### src/hdl/tcw_pkg.sv
// Shared constants, codes and transaction types of the text console writer.
package tcw_pkg;

   localparam int COLUMNS    = 80;
   localparam int ROWS       = 25;
   localparam int CELL_COUNT = COLUMNS * ROWS;

   localparam int CELL_IDX_W = 11;
   localparam int COL_W      = (COLUMNS > 1) ? $clog2(COLUMNS) : 1;
   localparam int ROW_W      = (ROWS > 1) ? $clog2(ROWS) : 1;

   localparam logic [1:0] OP_PUT   = 2'd0;
   localparam logic [1:0] OP_CLEAR = 2'd1;
   localparam logic [1:0] OP_READ  = 2'd2;

   localparam logic [7:0] CHAR_NEWLINE   = 8'h0A;
   localparam logic [7:0] CHAR_BACKSPACE = 8'h08;
   localparam logic [7:0] CHAR_SPACE     = 8'h20;
   localparam logic [7:0] BLANK_ATTR     = 8'h0F;
   localparam logic [15:0] BLANK_CELL    = {BLANK_ATTR, CHAR_SPACE};

   // Cursor unit commands
   localparam logic [2:0] CUR_HOLD    = 3'd0;
   localparam logic [2:0] CUR_NEWLINE = 3'd1;
   localparam logic [2:0] CUR_BACK    = 3'd2;
   localparam logic [2:0] CUR_ADVANCE = 3'd3;
   localparam logic [2:0] CUR_HOME    = 3'd4;

   typedef struct packed {
      logic [1:0]            opcode;
      logic [7:0]            char_code;
      logic [7:0]            attribute;
      logic [CELL_IDX_W-1:0] read_index;
   } tcw_req_type;

   typedef struct packed {
      logic [7:0]            cell_char;
      logic [7:0]            cell_attr;
      logic [CELL_IDX_W-1:0] cursor_position;
      logic                  scrolled;
   } tcw_rsp_type;

   typedef struct packed {
      logic [CELL_IDX_W-1:0] cursor;
      logic                  last_row;
      logic                  last_col;
      logic                  at_origin;
   } tcw_cur_stat_type;

endpackage

### src/hdl/tcw_cursor.sv
// Cursor unit: linear cursor kept alongside its row and column.
module tcw_cursor (
   input  logic                      clock,
   input  logic                      reset,
   input  logic [2:0]                cmd,
   output tcw_pkg::tcw_cur_stat_type stat
);
   import tcw_pkg::*;

   logic [CELL_IDX_W-1:0] cursor_ff, cursor_in;
   logic [COL_W-1:0]      col_ff, col_in;
   logic [ROW_W-1:0]      row_ff, row_in;
   logic                  last_row, last_col;

   assign last_row = (row_ff == ROW_W'(ROWS - 1));
   assign last_col = (col_ff == COL_W'(COLUMNS - 1));

   always_comb begin
      cursor_in = cursor_ff;
      col_in    = col_ff;
      row_in    = row_ff;
      case (cmd)
         CUR_NEWLINE: begin
            col_in = '0;
            if (last_row) begin
               // scroll pulls the cursor back to the bottom row start
               cursor_in = CELL_IDX_W'(CELL_COUNT - COLUMNS);
            end else begin
               cursor_in = cursor_ff + CELL_IDX_W'(COLUMNS) - CELL_IDX_W'(col_ff);
               row_in    = row_ff + 1'b1;
            end
         end
         CUR_BACK: begin
            cursor_in = cursor_ff - 1'b1;
            if (col_ff == '0) begin
               col_in = COL_W'(COLUMNS - 1);
               row_in = row_ff - 1'b1;
            end else begin
               col_in = col_ff - 1'b1;
            end
         end
         CUR_ADVANCE: begin
            if (last_col) begin
               col_in = '0;
               if (last_row) begin
                  cursor_in = CELL_IDX_W'(CELL_COUNT - COLUMNS);
               end else begin
                  cursor_in = cursor_ff + 1'b1;
                  row_in    = row_ff + 1'b1;
               end
            end else begin
               cursor_in = cursor_ff + 1'b1;
               col_in    = col_ff + 1'b1;
            end
         end
         CUR_HOME: begin
            cursor_in = '0;
            col_in    = '0;
            row_in    = '0;
         end
         default: begin
         end
      endcase
   end

   always_ff @(posedge clock) begin
      if (reset) begin
         cursor_ff <= '0;
         col_ff    <= '0;
         row_ff    <= '0;
      end else begin
         cursor_ff <= cursor_in;
         col_ff    <= col_in;
         row_ff    <= row_in;
      end
   end

   assign stat.cursor    = cursor_ff;
   assign stat.last_row  = last_row;
   assign stat.last_col  = last_col;
   assign stat.at_origin = (cursor_ff == '0);

endmodule
### config.mk
export PLATFORM = sky130hd
export DESIGN_NAME = tcw_cursor
export DESIGN_NICKNAME = d
export VERILOG_FILES = /design/src/hdl/tcw_pkg.sv /design/src/hdl/tcw_cursor.sv
export SDC_FILE = /design/constraint.sdc
export NUM_CORES = 1
export LEC_CHECK = 0
export BUFFER_PORTS_ARGS = -buffer_cell sky130_fd_sc_hd__buf_2
export CORE_ASPECT_RATIO = 1.2
export CORE_UTILIZATION = 35
export CTS_CLUSTER_SIZE = 28
export DETAILED_ROUTE_END_ITERATION = 8
export SYNTH_ARGS = -nofsm -noshare
export SYNTH_HDL_FRONTEND = slang
export SYNTH_SLANG_ARGS = --single-unit
### constraint.sdc
create_clock -name clock -period 4.2 [get_ports clock]
set_input_delay 0.42 -clock clock [delete_from_list [all_inputs] [get_ports clock]]
set_output_delay 0.42 -clock clock [all_outputs]
set_load 0.1 [all_outputs]
# After elaboration in Yosys (flattened, before gate mapping)
# Cells that the tools add are included.
[totals]
ff_bits = 23
input_bits = 5
wordCells = 36
[op_classes]
add_sub_neg = 8
eq_ne = 8
mux = 11
reduce_logical = 6
[ops]
columns = ["cell", "count"]
rows = [
  ["$pmux W11 S4", 1],
  ["$mux W11", 3],
  ["$pmux W7 S3", 1],
  ["$pmux W5 S4", 1],
  ["$mux W5", 3],
  ["$mux W7", 2],
  ["$add A11 B1 Y11 const B", 1],
  ["$add A11 B7 Y11 const B", 1],
  ["$logic_not A11 Y1", 1],
  ["$sub A11 B1 Y11 const B", 1],
  ["$sub A11 B7 Y11", 1],
  ["$add A7 B1 Y7 const B", 1],
  ["$eq A7 B7 Y1 const B", 1],
  ["$logic_not A7 Y1", 1],
  ["$sub A7 B1 Y7 const B", 1],
  ["$eq A3 B2 Y1 const B", 2],
  ["$add A5 B1 Y5 const B", 1],
  ["$eq A5 B5 Y1 const B", 1],
  ["$sub A5 B1 Y5 const B", 1],
  ["$ne A2 B2 Y1 const B", 2],
  ["$reduce_bool A4 Y1", 1],
  ["$eq A3 B1 Y1 const B", 1],
  ["$eq A3 B3 Y1 const B", 1],
  ["$reduce_and A3 Y1", 1],
  ["2 further kinds", 2],
]

# Longest topological paths before layout
# Gate-level depths: netlist (run 1).
[depth]
word_depth = 4
depth_mapped = 12
depth_no_buf = 12

# Least setup slack after synthesis (run 1)
# Ideal clock, no wire load.
[synth_path]
path_type = "register -> output"
start = "register cursor_ff[4]"
end = "output port stat[0] in the netlist's numbering"
arrival_ns = 3.416
required_time_ns = 3.780
slack_ns = 0.364
stages_incl_launch_ff = 5
path_buffers = 1
path_cell_list = "dfxtp_1 -> clkbuf_1 -> nor3_2 -> nand4_1 -> nor3_1"
[synth_lines]
columns = ["item", "line", "text"]
rows = [
  ["from (decl)", "tcw_cursor.sv:10", "logic [CELL_IDX_W-1:0] cursor_ff, cursor_in;"],
  ["from (signal assigned)", "tcw_cursor.sv:72", "cursor_ff <= cursor_in;"],
  ["to (decl)", "tcw_cursor.sv:6", "output tcw_pkg::tcw_cur_stat_type stat"],
]

# Worst setup path in the final report (run 1)
[layout_path]
start = "input port cmd[1]"
end = "register row_ff[4]"
[layout_via]
elab_chain_len = 3
elab_cells_between_ends = 9
classes_between = "eq/ne: 6; mux: 1; reduce/logical: 2"
[layout_rtl]
columns = ["item", "line", "text"]
rows = [
  ["from (decl)", "tcw_cursor.sv:5", "input logic [2:0] cmd,"],
  ["$eq A3 B2 Y1, or another cell as far along", "tcw_cursor.sv:22", "case (cmd)"],
  ["$ne A2 B2 Y1 (no source line) / $reduce_bool A4 Y1 (equally long branches)", "n/a", ""],
  ["$reduce_and A3 Y1 (no source line)", "n/a", ""],
  ["to (signal assigned)", "tcw_cursor.sv:74", "row_ff <= row_in;"],
  ["to (decl)", "tcw_cursor.sv:12", "logic [ROW_W-1:0] row_ff, row_in;"],
]
# Several ways; a longest one is shown, not always the timed one.
# A chain may end at the register's enable or synchronous reset.

==> flow_summary.ini, run 1 <==
[run_status]
status = completed

[critical_path]
slowest_delay_ps = 460
reg2reg_slack_ps = 1450
reg2reg_depth = 9
cp.required_ps = 4390
crit_arrival_ps = 3010
cp_slowest_cell = ha_1
crit_chain = buf_2 > inv_1 > or3_1 > clkinv_1 > ha_1 > a21o_1 > a21oi_1 > xnor2_1 > or4_1 > o31ai_1
setup.worst_path.start_class = primary input
rr_endpoint = cursor_ff[8]$_SDFFE_PP0N_
r2r-start = col_ff[2]$_SDFFE_PP0P_
crit_type = in -> reg
path_max_fanout = 12
cp-end-kind = flop

[run]
cap_violations = 0

[logic_synthesis]
synth_seq_cells = 23
ys_warn_count = 0
synthArstFlopShare_pct = 0
postSynthAreaPerCell_um2 = 7.441
synth_ff_type = dfxtp_1
synth_edf_count = 0
synthesis.area_um2 = 2537
syn-instance-count = 341
seq_area_frac_synth_pct = 18.15
synth_cell_type_count = 57
synthesis.nets = 377

[floorplanning]
core-area_um2 = 6937
ios = 19
die_height_um = 95.27
rows = 33
fp.dieW_um = 79.73
die_area_um2 = 7595
start_util_pct = 36.58

[clock_network]
clock_path_buffers = 2
clock-sinks = 23
postCtsHoldBufs = 0
cts_tree = yes
cts_max_level = 1
ctsResizeCount = 0
clk_pin_slew_ps = 90
insertion_delay_ps = 280
cts-root-buf = clkbuf_8
post_cts_buffers = 0
cts_buffers = 3

[min_path]
min_path_cells = 2
hp-class = reg -> reg
worstHoldStart = row_ff[4]$_SDFFE_PP0P_
holdPathEnd = row_ff[4]$_SDFFE_PP0P_

[timing]
slew_viol_final = 0
finalHoldViolations = 0
rsz0062_at_grt = false
slew-limit-headroom_pct = 53.29
max_freq_ghz = 0.3545
fin_skew_ps = 11.82
worst_slack_ps = 1379
worst_pin_slew_ps = 693.3
period_minus_slack_ps = 2821
setup_viol = 0
post-route-period-util_pct = 67.16
tns_ps = 0

[power]
vdd_drop_max_uv = 215.3
p_total_uw = 1199
leakagePower_uw = 0.001112
pwr_density_cell_nw_per_um2 = 443.6

[global_route]
grt_pass1_wl_um = 11740
antenna_found_initial = 0
track_usage_pct = 19.86
grt_max_degree = 24
gr-total-overflow = 0
grt_pass1_vias = 2437

[final_layout]
area_growth_pct = 6.558
design.final.nets = 384
antenna_cells = 0
mostFrequentLayoutCell = nor2_1
final_cell_mix = nor2_1, inv_1, a21oi_1, ha_1, dfxtp_1
final_cells = 434
drive_gt1_share_pct = 8.646

[route]
avgViaCountPerCell = 5.728
drt_iter0_markers = 132
ant_nets = 0
drc = 0
wl_per_cell_um = 16.07
wirelength_um = 6975
num_vias = 2486
first_pass_iters = 4

[place]
dpl_worst_slack_ps = 1126
hpwl_um = 5321
place_inst = 430
gp_congestion = 0.9015
port_buffers = 18
[worst max-delay path by stage]
stage / to / slack, ps / cells after the start / startpoint
floorplan: stat[0] / 360 / 4 / cursor_ff[4]$_SDFFE_PP0N_
global placement: row_ff[4]$_SDFFE_PP0P_ / 1220 / 10 / cmd[1]
detailed placement: row_ff[4]$_SDFFE_PP0P_ / 1130 / 10 / cmd[1]
CTS: row_ff[4]$_SDFFE_PP0P_ / 1410 / 10 / cmd[1]
global route: row_ff[4]$_SDFFE_PP0P_ / 1170 / 10 / cmd[1]
finish: row_ff[4]$_SDFFE_PP0P_ / 1380 / 10 / cmd[1]
[flip-flops by register name, summed over array words and instances (netlist names)]
name and count:
col_ff 7, row_ff 5, cursor_ff 11
[worst max-delay path: cells and delay by family]
| kind | cells | cell delay [ps] |
|---|---|---|
| compound gates | 3 | 420 |
| xor+xnor | 1 | 90 |
| fa+ha+maj | 1 | 460 |
| buf+inv | 3 | 780 |
| simple gates | 2 | 830 |
[metrics by stage]
step	hold WS, ps	utilization (%)	instance area [µm²]
global placement	463.9	38.31	2658
detailed placement	464.9	38.31	2658
CTS	483.2	38.98	2704
floorplan	444.1	-	2537
finish	482.8	38.98	2704
global route	518.5	38.98	2704
[cell families (layout without fill, tap and decap cells)]
group / count (synthesis) / in the layout / synth area share, %
simple gates: 113 / 113 / 22.73
compound gates: 100 / 100 / 26.43
buf+inv: 50 / 56 / 8.432
fa+ha+maj: 31 / 31 / 15.88
flops: 23 / 23 / 18.15
xor+xnor: 22 / 22 / 7.593
mux: 2 / 2 / 0.7890
[synth_stat cells (3+ instances only)]
master	n	share of area (%)
nor3_1	10	2.0
o221ai_1	3	1.0
nor2_1	35	5.2
o21ai_0	14	2.8
a31oi_1	3	0.74
o31ai_1	3	0.89
o211ai_1	4	1.2
nand2_1	22	3.3
nand4_1	7	1.7
buf_4	3	0.89
or4_1	3	0.89
xor2_1	4	1.4
a21o_1	5	1.5
a211oi_1	4	1.2
inv_1	31	4.6
buf_2	6	1.2
o22ai_1	3	0.74
a221o_1	3	1.2
xnor2_1	18	6.2
a221oi_1	5	1.7
or3_1	3	0.74
clkbuf_1	7	1.0
nor3b_1	3	0.89
and3_1	3	0.74
nand3_1	7	1.4
a21oi_1	31	6.1
ha_1	29	14
dfxtp_1	23	18
o21bai_1	3	0.89
nor2b_1	5	1.2
[layout make-up]
| class | instances | area (µm²) |
|---|---|---|
| Fill cell | 750 | 4233 |
| Inverter | 32 | 120.1 |
| Clock inverter | 1 | 5.005 |
| Tap cell | 87 | 108.9 |
| Sequential cell | 23 | 460.4 |
| Timing Repair Buffer | 20 | 105.1 |
| Multi-Input combinational cell | 268 | 1863 |
| Clock buffer | 3 | 41.29 |
[routing by layer]
layer	wire length, µm	up-vias	share of wire [%]	global-route usage, %
met5	0	-	0	0
met4	233	0	3.3	10.30
met3	257	13	3.7	2.201
met2	3435	50	49	33.90
met1	3048	1171	44	24.39
li1	-	1252	-	-
[where the power goes]
part           internal, µW  switching [µW]  total [µW]
Clock                  66.6            85.3         152
Sequential              248            63.0         311
Combinational           254             482         737
No activity file was read; power rests on OpenSTA's default activity.
==> run 2: changes to the inputs <==
==> constraint.sdc (replaced) <==
create_clock -name clock -period 2.55 [get_ports clock]
set_input_delay 0.255 -clock clock [delete_from_list [all_inputs] [get_ports clock]]
set_output_delay 0.255 -clock clock [all_outputs]
set_load 0.1 [all_outputs]
==> flow_summary.ini, run 2 (synthesis results as in run 1) <==
[global_route]
track_usage_pct = 19.93
grt_pass1_wl_um = 11640
gr-total-overflow = 0
grt_pass1_vias = 2358
antenna_found_initial = 0
grt_max_degree = 24

[final_layout]
fin_util_pct = 41.54
largest_reg_flops = 11
drive_gt1_share_pct = 16.99
regMostFlops = cursor_ff
area_growth_pct = 13.56
design.final.nets = 402
mostFrequentLayoutCell = nor2_1
final_cell_mix = nor2_1, a21oi_1, inv_1, ha_1, nand2_1
antenna_cells = 0
top_regs = cursor_ff: 11 flops, col_ff: 7 flops, row_ff: 5 flops

[timing]
worst_pin_slew_ps = 618.0
slew-limit-headroom_pct = 58.80
tns_ps = 0
finalHoldViolations = 0
setup_viol = 0
post-route-period-util_pct = 92.72
period_minus_slack_ps = 2364
rsz0062_at_grt = false
max_freq_ghz = 0.4230
holdWs_ps = 400.7
slew_viol_final = 0
fin_skew_ps = 6.675

[place]
port_buffers = 18
gp_congestion = 0.8929
hpwl_um = 5583

[clock_network]
insertion_delay_ps = 280
clock_path_buffers = 2
cts-root-buf = clkbuf_8
clock-sinks = 23
postCtsHoldBufs = 0
cts_max_level = 1
clk_pin_slew_ps = 90
cts_tree = yes
cts_buffers = 3

[floorplanning]
die_area_um2 = 7595
die_height_um = 95.27
fp.dieW_um = 79.73
ios = 19
start_util_pct = 36.58
core-area_um2 = 6937
rows = 33

[critical_path]
cp-end-kind = flop
crit_arrival_ps = 2540
path_max_fanout = 10
setup.worst_path.start_class = flop
crit_type = reg -> reg
cp.required_ps = 2720

[run]
cap_violations = 0

[power]
pwr_density_cell_nw_per_um2 = 702.2
p_total_uw = 2023
leakagePower_uw = 0.001205
vdd_drop_max_uv = 367.9

[route]
num_vias = 2596
ant_nets = 0
drc = 0
avgViaCountPerCell = 5.743
first_pass_iters = 4
wirelength_um = 7275
drt_iter0_markers = 183
wl_per_cell_um = 16.10

[min_path]
hp-class = in -> reg

[run_status]
status = completed
## run 2: changes by cell type in the layout (fill, tap and decap cells not counted), moves of 4 or more
| cell | previous run | this run |
|---|---|---|
| dfxtp_2 | 0 | 6 |
| dfxtp_4 | 0 | 4 |
| dfxtp_1 | 23 | 13 |
| buf_4 | 2 | 20 |
## run 2: final timing paths
kind | from | to | slack, ps | cells after the start
worst min-delay path | reset | col_ff[2]$_SDFFE_PP0P_ | 400 | 2
worst max-delay path | cursor_ff[4]$_SDFFE_PP0N_ | cursor_ff[10]$_SDFFE_PP0N_ | 190 | 10
worst min register to register | row_ff[4]$_SDFFE_PP0P_ | row_ff[4]$_SDFFE_PP0P_ | 490 | 2
worst max register to register | cursor_ff[4]$_SDFFE_PP0N_ | cursor_ff[10]$_SDFFE_PP0N_ | 190 | 10
## run 2: what timing repair did
| action | CTS | global route |
|---|---|---|
| buffers inserted | 0 | 1 |
| setup endpoints to repair | 0 | 4 |
| resized for setup | 0 | 6 |
## run 2: area by class of cell
cell class | count | area (µm²)
multi-input cells | 268 | 1879
inverters | 32 | 123.9
clock buffers | 3 | 41.29
well taps | 87 | 108.9
flip-flops and latches | 23 | 483.0
clock inverters | 1 | 5.005
fillers | 739 | 4055
repair buffers | 38 | 240.2
## run 2: worst max-delay path, stage by stage (launching register included)
cell       delay, ps
dfxtp_4          410
inv_1             90
ha_1             290
inv_1             40
ha_1             350
nand3_1          120
o2111ai_1        310
a41oi_1          190
nor4b_1          270
a21o_1           120
o22ai_1           70
## run 2: stage by stage
stage,area (µm²),worst slack (ps),instances
finish,2882,185.7,452
global route,2882,22.85,452
CTS,2860,81.14,451
detailed placement,2814,131.8,447
global placement,2814,160.3,447
floorplan,2567,29.22,341
## run 2: power breakdown
part | switching (µW) | internal (µW) | total (µW)
registers | 83.9 | 415 | 498
clock network | 137 | 110 | 246
logic | 820 | 459 | 1280
## run 2: per-layer routing
layer / share of wire [%] / up-vias / wire [µm] / global-route usage (%)
li1: - / 1286 / - / -
met1: 44 / 1215 / 3232 / 24.34
met2: 48 / 73 / 3512 / 34.26
met3: 3.7 / 22 / 266 / 1.914
met4: 3.6 / 0 / 263 / 10.61
met5: 0 / - / 0 / 0
==> run 3: changes to the inputs <==
--- a/config.mk
+++ b/config.mk
@@ -5,9 +5,11 @@
 export SDC_FILE = /design/constraint.sdc
 export NUM_CORES = 1
 export LEC_CHECK = 0
+export ABC_AREA = 1
 export BUFFER_PORTS_ARGS = -buffer_cell sky130_fd_sc_hd__buf_2
 export CORE_ASPECT_RATIO = 1.2
 export CORE_UTILIZATION = 35
+export CTS_BUF_LIST = sky130_fd_sc_hd__clkbuf_4
 export CTS_CLUSTER_SIZE = 28
 export DETAILED_ROUTE_END_ITERATION = 8
 export SYNTH_ARGS = -nofsm -noshare
==> flow_summary.ini, run 3 <==
[run_status]
status = completed

[logic_synthesis]
synthesis.nets = 460
ys_warn_count = 0
syn-instance-count = 424
yosysTopAreaCell = dfxtp_1
synth.top_cell.area_share_pct = 16.94
yosys-top-cells-count = nand2_1, inv_1, nor2_1
seq_area_frac_synth_pct = 16.94
synth_seq_cells = 23
synth_ff_type = dfxtp_1
synth_edf_count = 0
postSynthAreaPerCell_um2 = 6.412
synth_cell_type_count = 41
synthesis.area_um2 = 2719
synthArstFlopShare_pct = 0
yosys-top-cells-area = dfxtp_1, ha_1, nand2_1
yosysMostFrequentCell = nand2_1

[clock_network]
cts-root-buf = clkbuf_4
insertion_delay_ps = 350
post_cts_buffers = 0
cts_max_level = 1
cts_buffers = 3
clk_pin_slew_ps = 170
ctsResizeCount = 0
cts_tree = yes
clock_path_buffers = 2
postCtsHoldBufs = 0
clock-sinks = 23

[critical_path]
cp.required_ps = 2300
crit_chain = inv_1 > ha_1 > nand3_1 > nor4_4 > buf_2
crit_type = reg -> out
critical_path.top_delay_family = buffers and inverters
crit_arrival_ps = 2080
r2r-start = col_ff[1]$_SDFFE_PP0P_
rr_endpoint = cursor_ff[9]$_SDFFE_PP0N_
cp-end-kind = primary output
reg2reg_depth = 14
reg2reg_slack_ps = 340
path_max_fanout = 7
path_buf_inv = 2
slowest_delay_ps = 460
setup.worst_path.start_class = flop
cp_slowest_cell = buf_2
critical_path_depth = 5

[route]
wl_per_cell_um = 14.21
drc = 0
first_pass_iters = 4
wirelength_um = 7531
ant_nets = 0
avgViaCountPerCell = 5.291
drt_iter0_markers = 111
num_vias = 2804

[final_layout]
final_cell_mix = nand2_1, inv_1, nor2_1, nand3_1, o21ai_0
antenna_cells = 0
drive_gt1_share_pct = 14.77
largest_reg_flops = 11
fin_util_pct = 39.72
area_growth_pct = 8.145
design.final.nets = 477
regMostFlops = cursor_ff
mostFrequentLayoutCell = nand2_1
top_regs = cursor_ff: 11 flops, col_ff: 7 flops, row_ff: 5 flops

[place]
port_buffers = 18
hpwl_um = 5879
gp_congestion = 0.8946

[min_path]
min_path_cells = 2
hp-class = in -> reg
holdPathEnd = row_ff[3]$_SDFFE_PP0P_
worstHoldStart = reset

[floorplanning]
die_area_um2 = 8126
rows = 34
core-area_um2 = 7402
die_height_um = 98.55
start_util_pct = 36.73
ios = 19
fp.dieW_um = 82.46

[timing]
post-route-period-util_pct = 91.72
worst_pin_slew_ps = 522.6
holdWs_ps = 215.5
finalHoldViolations = 0
period_minus_slack_ps = 2339
slew-limit-headroom_pct = 65.12
fin_skew_ps = 19.69
rsz0062_at_grt = false
setup_viol = 0
max_freq_ghz = 0.4276
slew_viol_final = 0

[power]
leakagePower_uw = 0.001478
pwr_density_cell_nw_per_um2 = 669.0
vdd_drop_max_uv = 417.0

[global_route]
antenna_found_initial = 0
gr-total-overflow = 0
grt_pass1_wl_um = 12830
grt_pass1_vias = 2788
grt_max_degree = 26
track_usage_pct = 20.39

[run]
cap_violations = 0
[run 3: cell types whose count changed after synthesis, moves of 5 or more]
cell      before  now
o21ai_1        0    5
xor2_1         4   10
o21ai_0       14   33
nor2_1        35   47
nor2b_1        5    0
a221oi_1       5    0
inv_1         31   57
nand3_1        7   37
nor3_1        10    2
nand2_1       22   80
xnor2_1       18    2
inv_2          0    7
[run 3: area by class of cell]
type,instances,area [µm²]
Clock buffer,4,30.03
Fill cell,805,4462
Inverter,65,249.0
Multi-Input combinational cell,325,1954
Sequential cell,23,466.7
Tap cell,90,112.6
Timing Repair Buffer,23,127.6
[run 3: per-stage QoR]
stage / setup WS (ps) / instances / setup TNS, ps / power [µW] / instance area (µm²)
final: 211.2 / 530 / 0 / 1967 / 2940
after global placement: 376.7 / 526 / 0 / 1742 / 2910
after floorplan: -57.19 / 424 / -57.19 / 1500 / 2740
after global routing: 92.33 / 530 / 0 / 2151 / 2940
after CTS: 210.7 / 530 / 0 / 1965 / 2940
after detailed placement: 353.0 / 526 / 0 / 1745 / 2910
[run 3: power breakdown]
group          internal [µW]  switching (µW)
sequential               412            74.7
clock                   72.1             145
combinational            386             878
total                    870            1100
[run 3: worst max-delay path by stage]
stage                              startpoint                        end
floorplan           cursor_ff[8]$_SDFFE_PP0N_                    stat[0]
global placement    cursor_ff[4]$_SDFFE_PP0N_  cursor_ff[5]$_SDFFE_PP0N_
detailed placement     col_ff[1]$_SDFFE_PP0P_  cursor_ff[9]$_SDFFE_PP0N_
CTS                 cursor_ff[8]$_SDFFE_PP0N_                    stat[0]
global route        cursor_ff[8]$_SDFFE_PP0N_                    stat[0]
finish              cursor_ff[8]$_SDFFE_PP0N_                    stat[0]
[run 3: cell families after synthesis]
group                    after synthesis  synth area share, %
AO/OA/AOI/OAI                         83                16.70
XOR/XNOR                              12                3.866
adder cells (fa/ha/maj)               31                14.82
buffers and inverters                 76                11.74
flip-flops                            23                16.94
AND/OR/NAND/NOR                      199                35.94
[run 3: routing by layer]
layer  track usage [%]  part of all wire [%]
met5                 0                     0
met4             8.772                   2.3
met1             24.20                    43
met3             2.407                   4.2
met2             35.86                    50
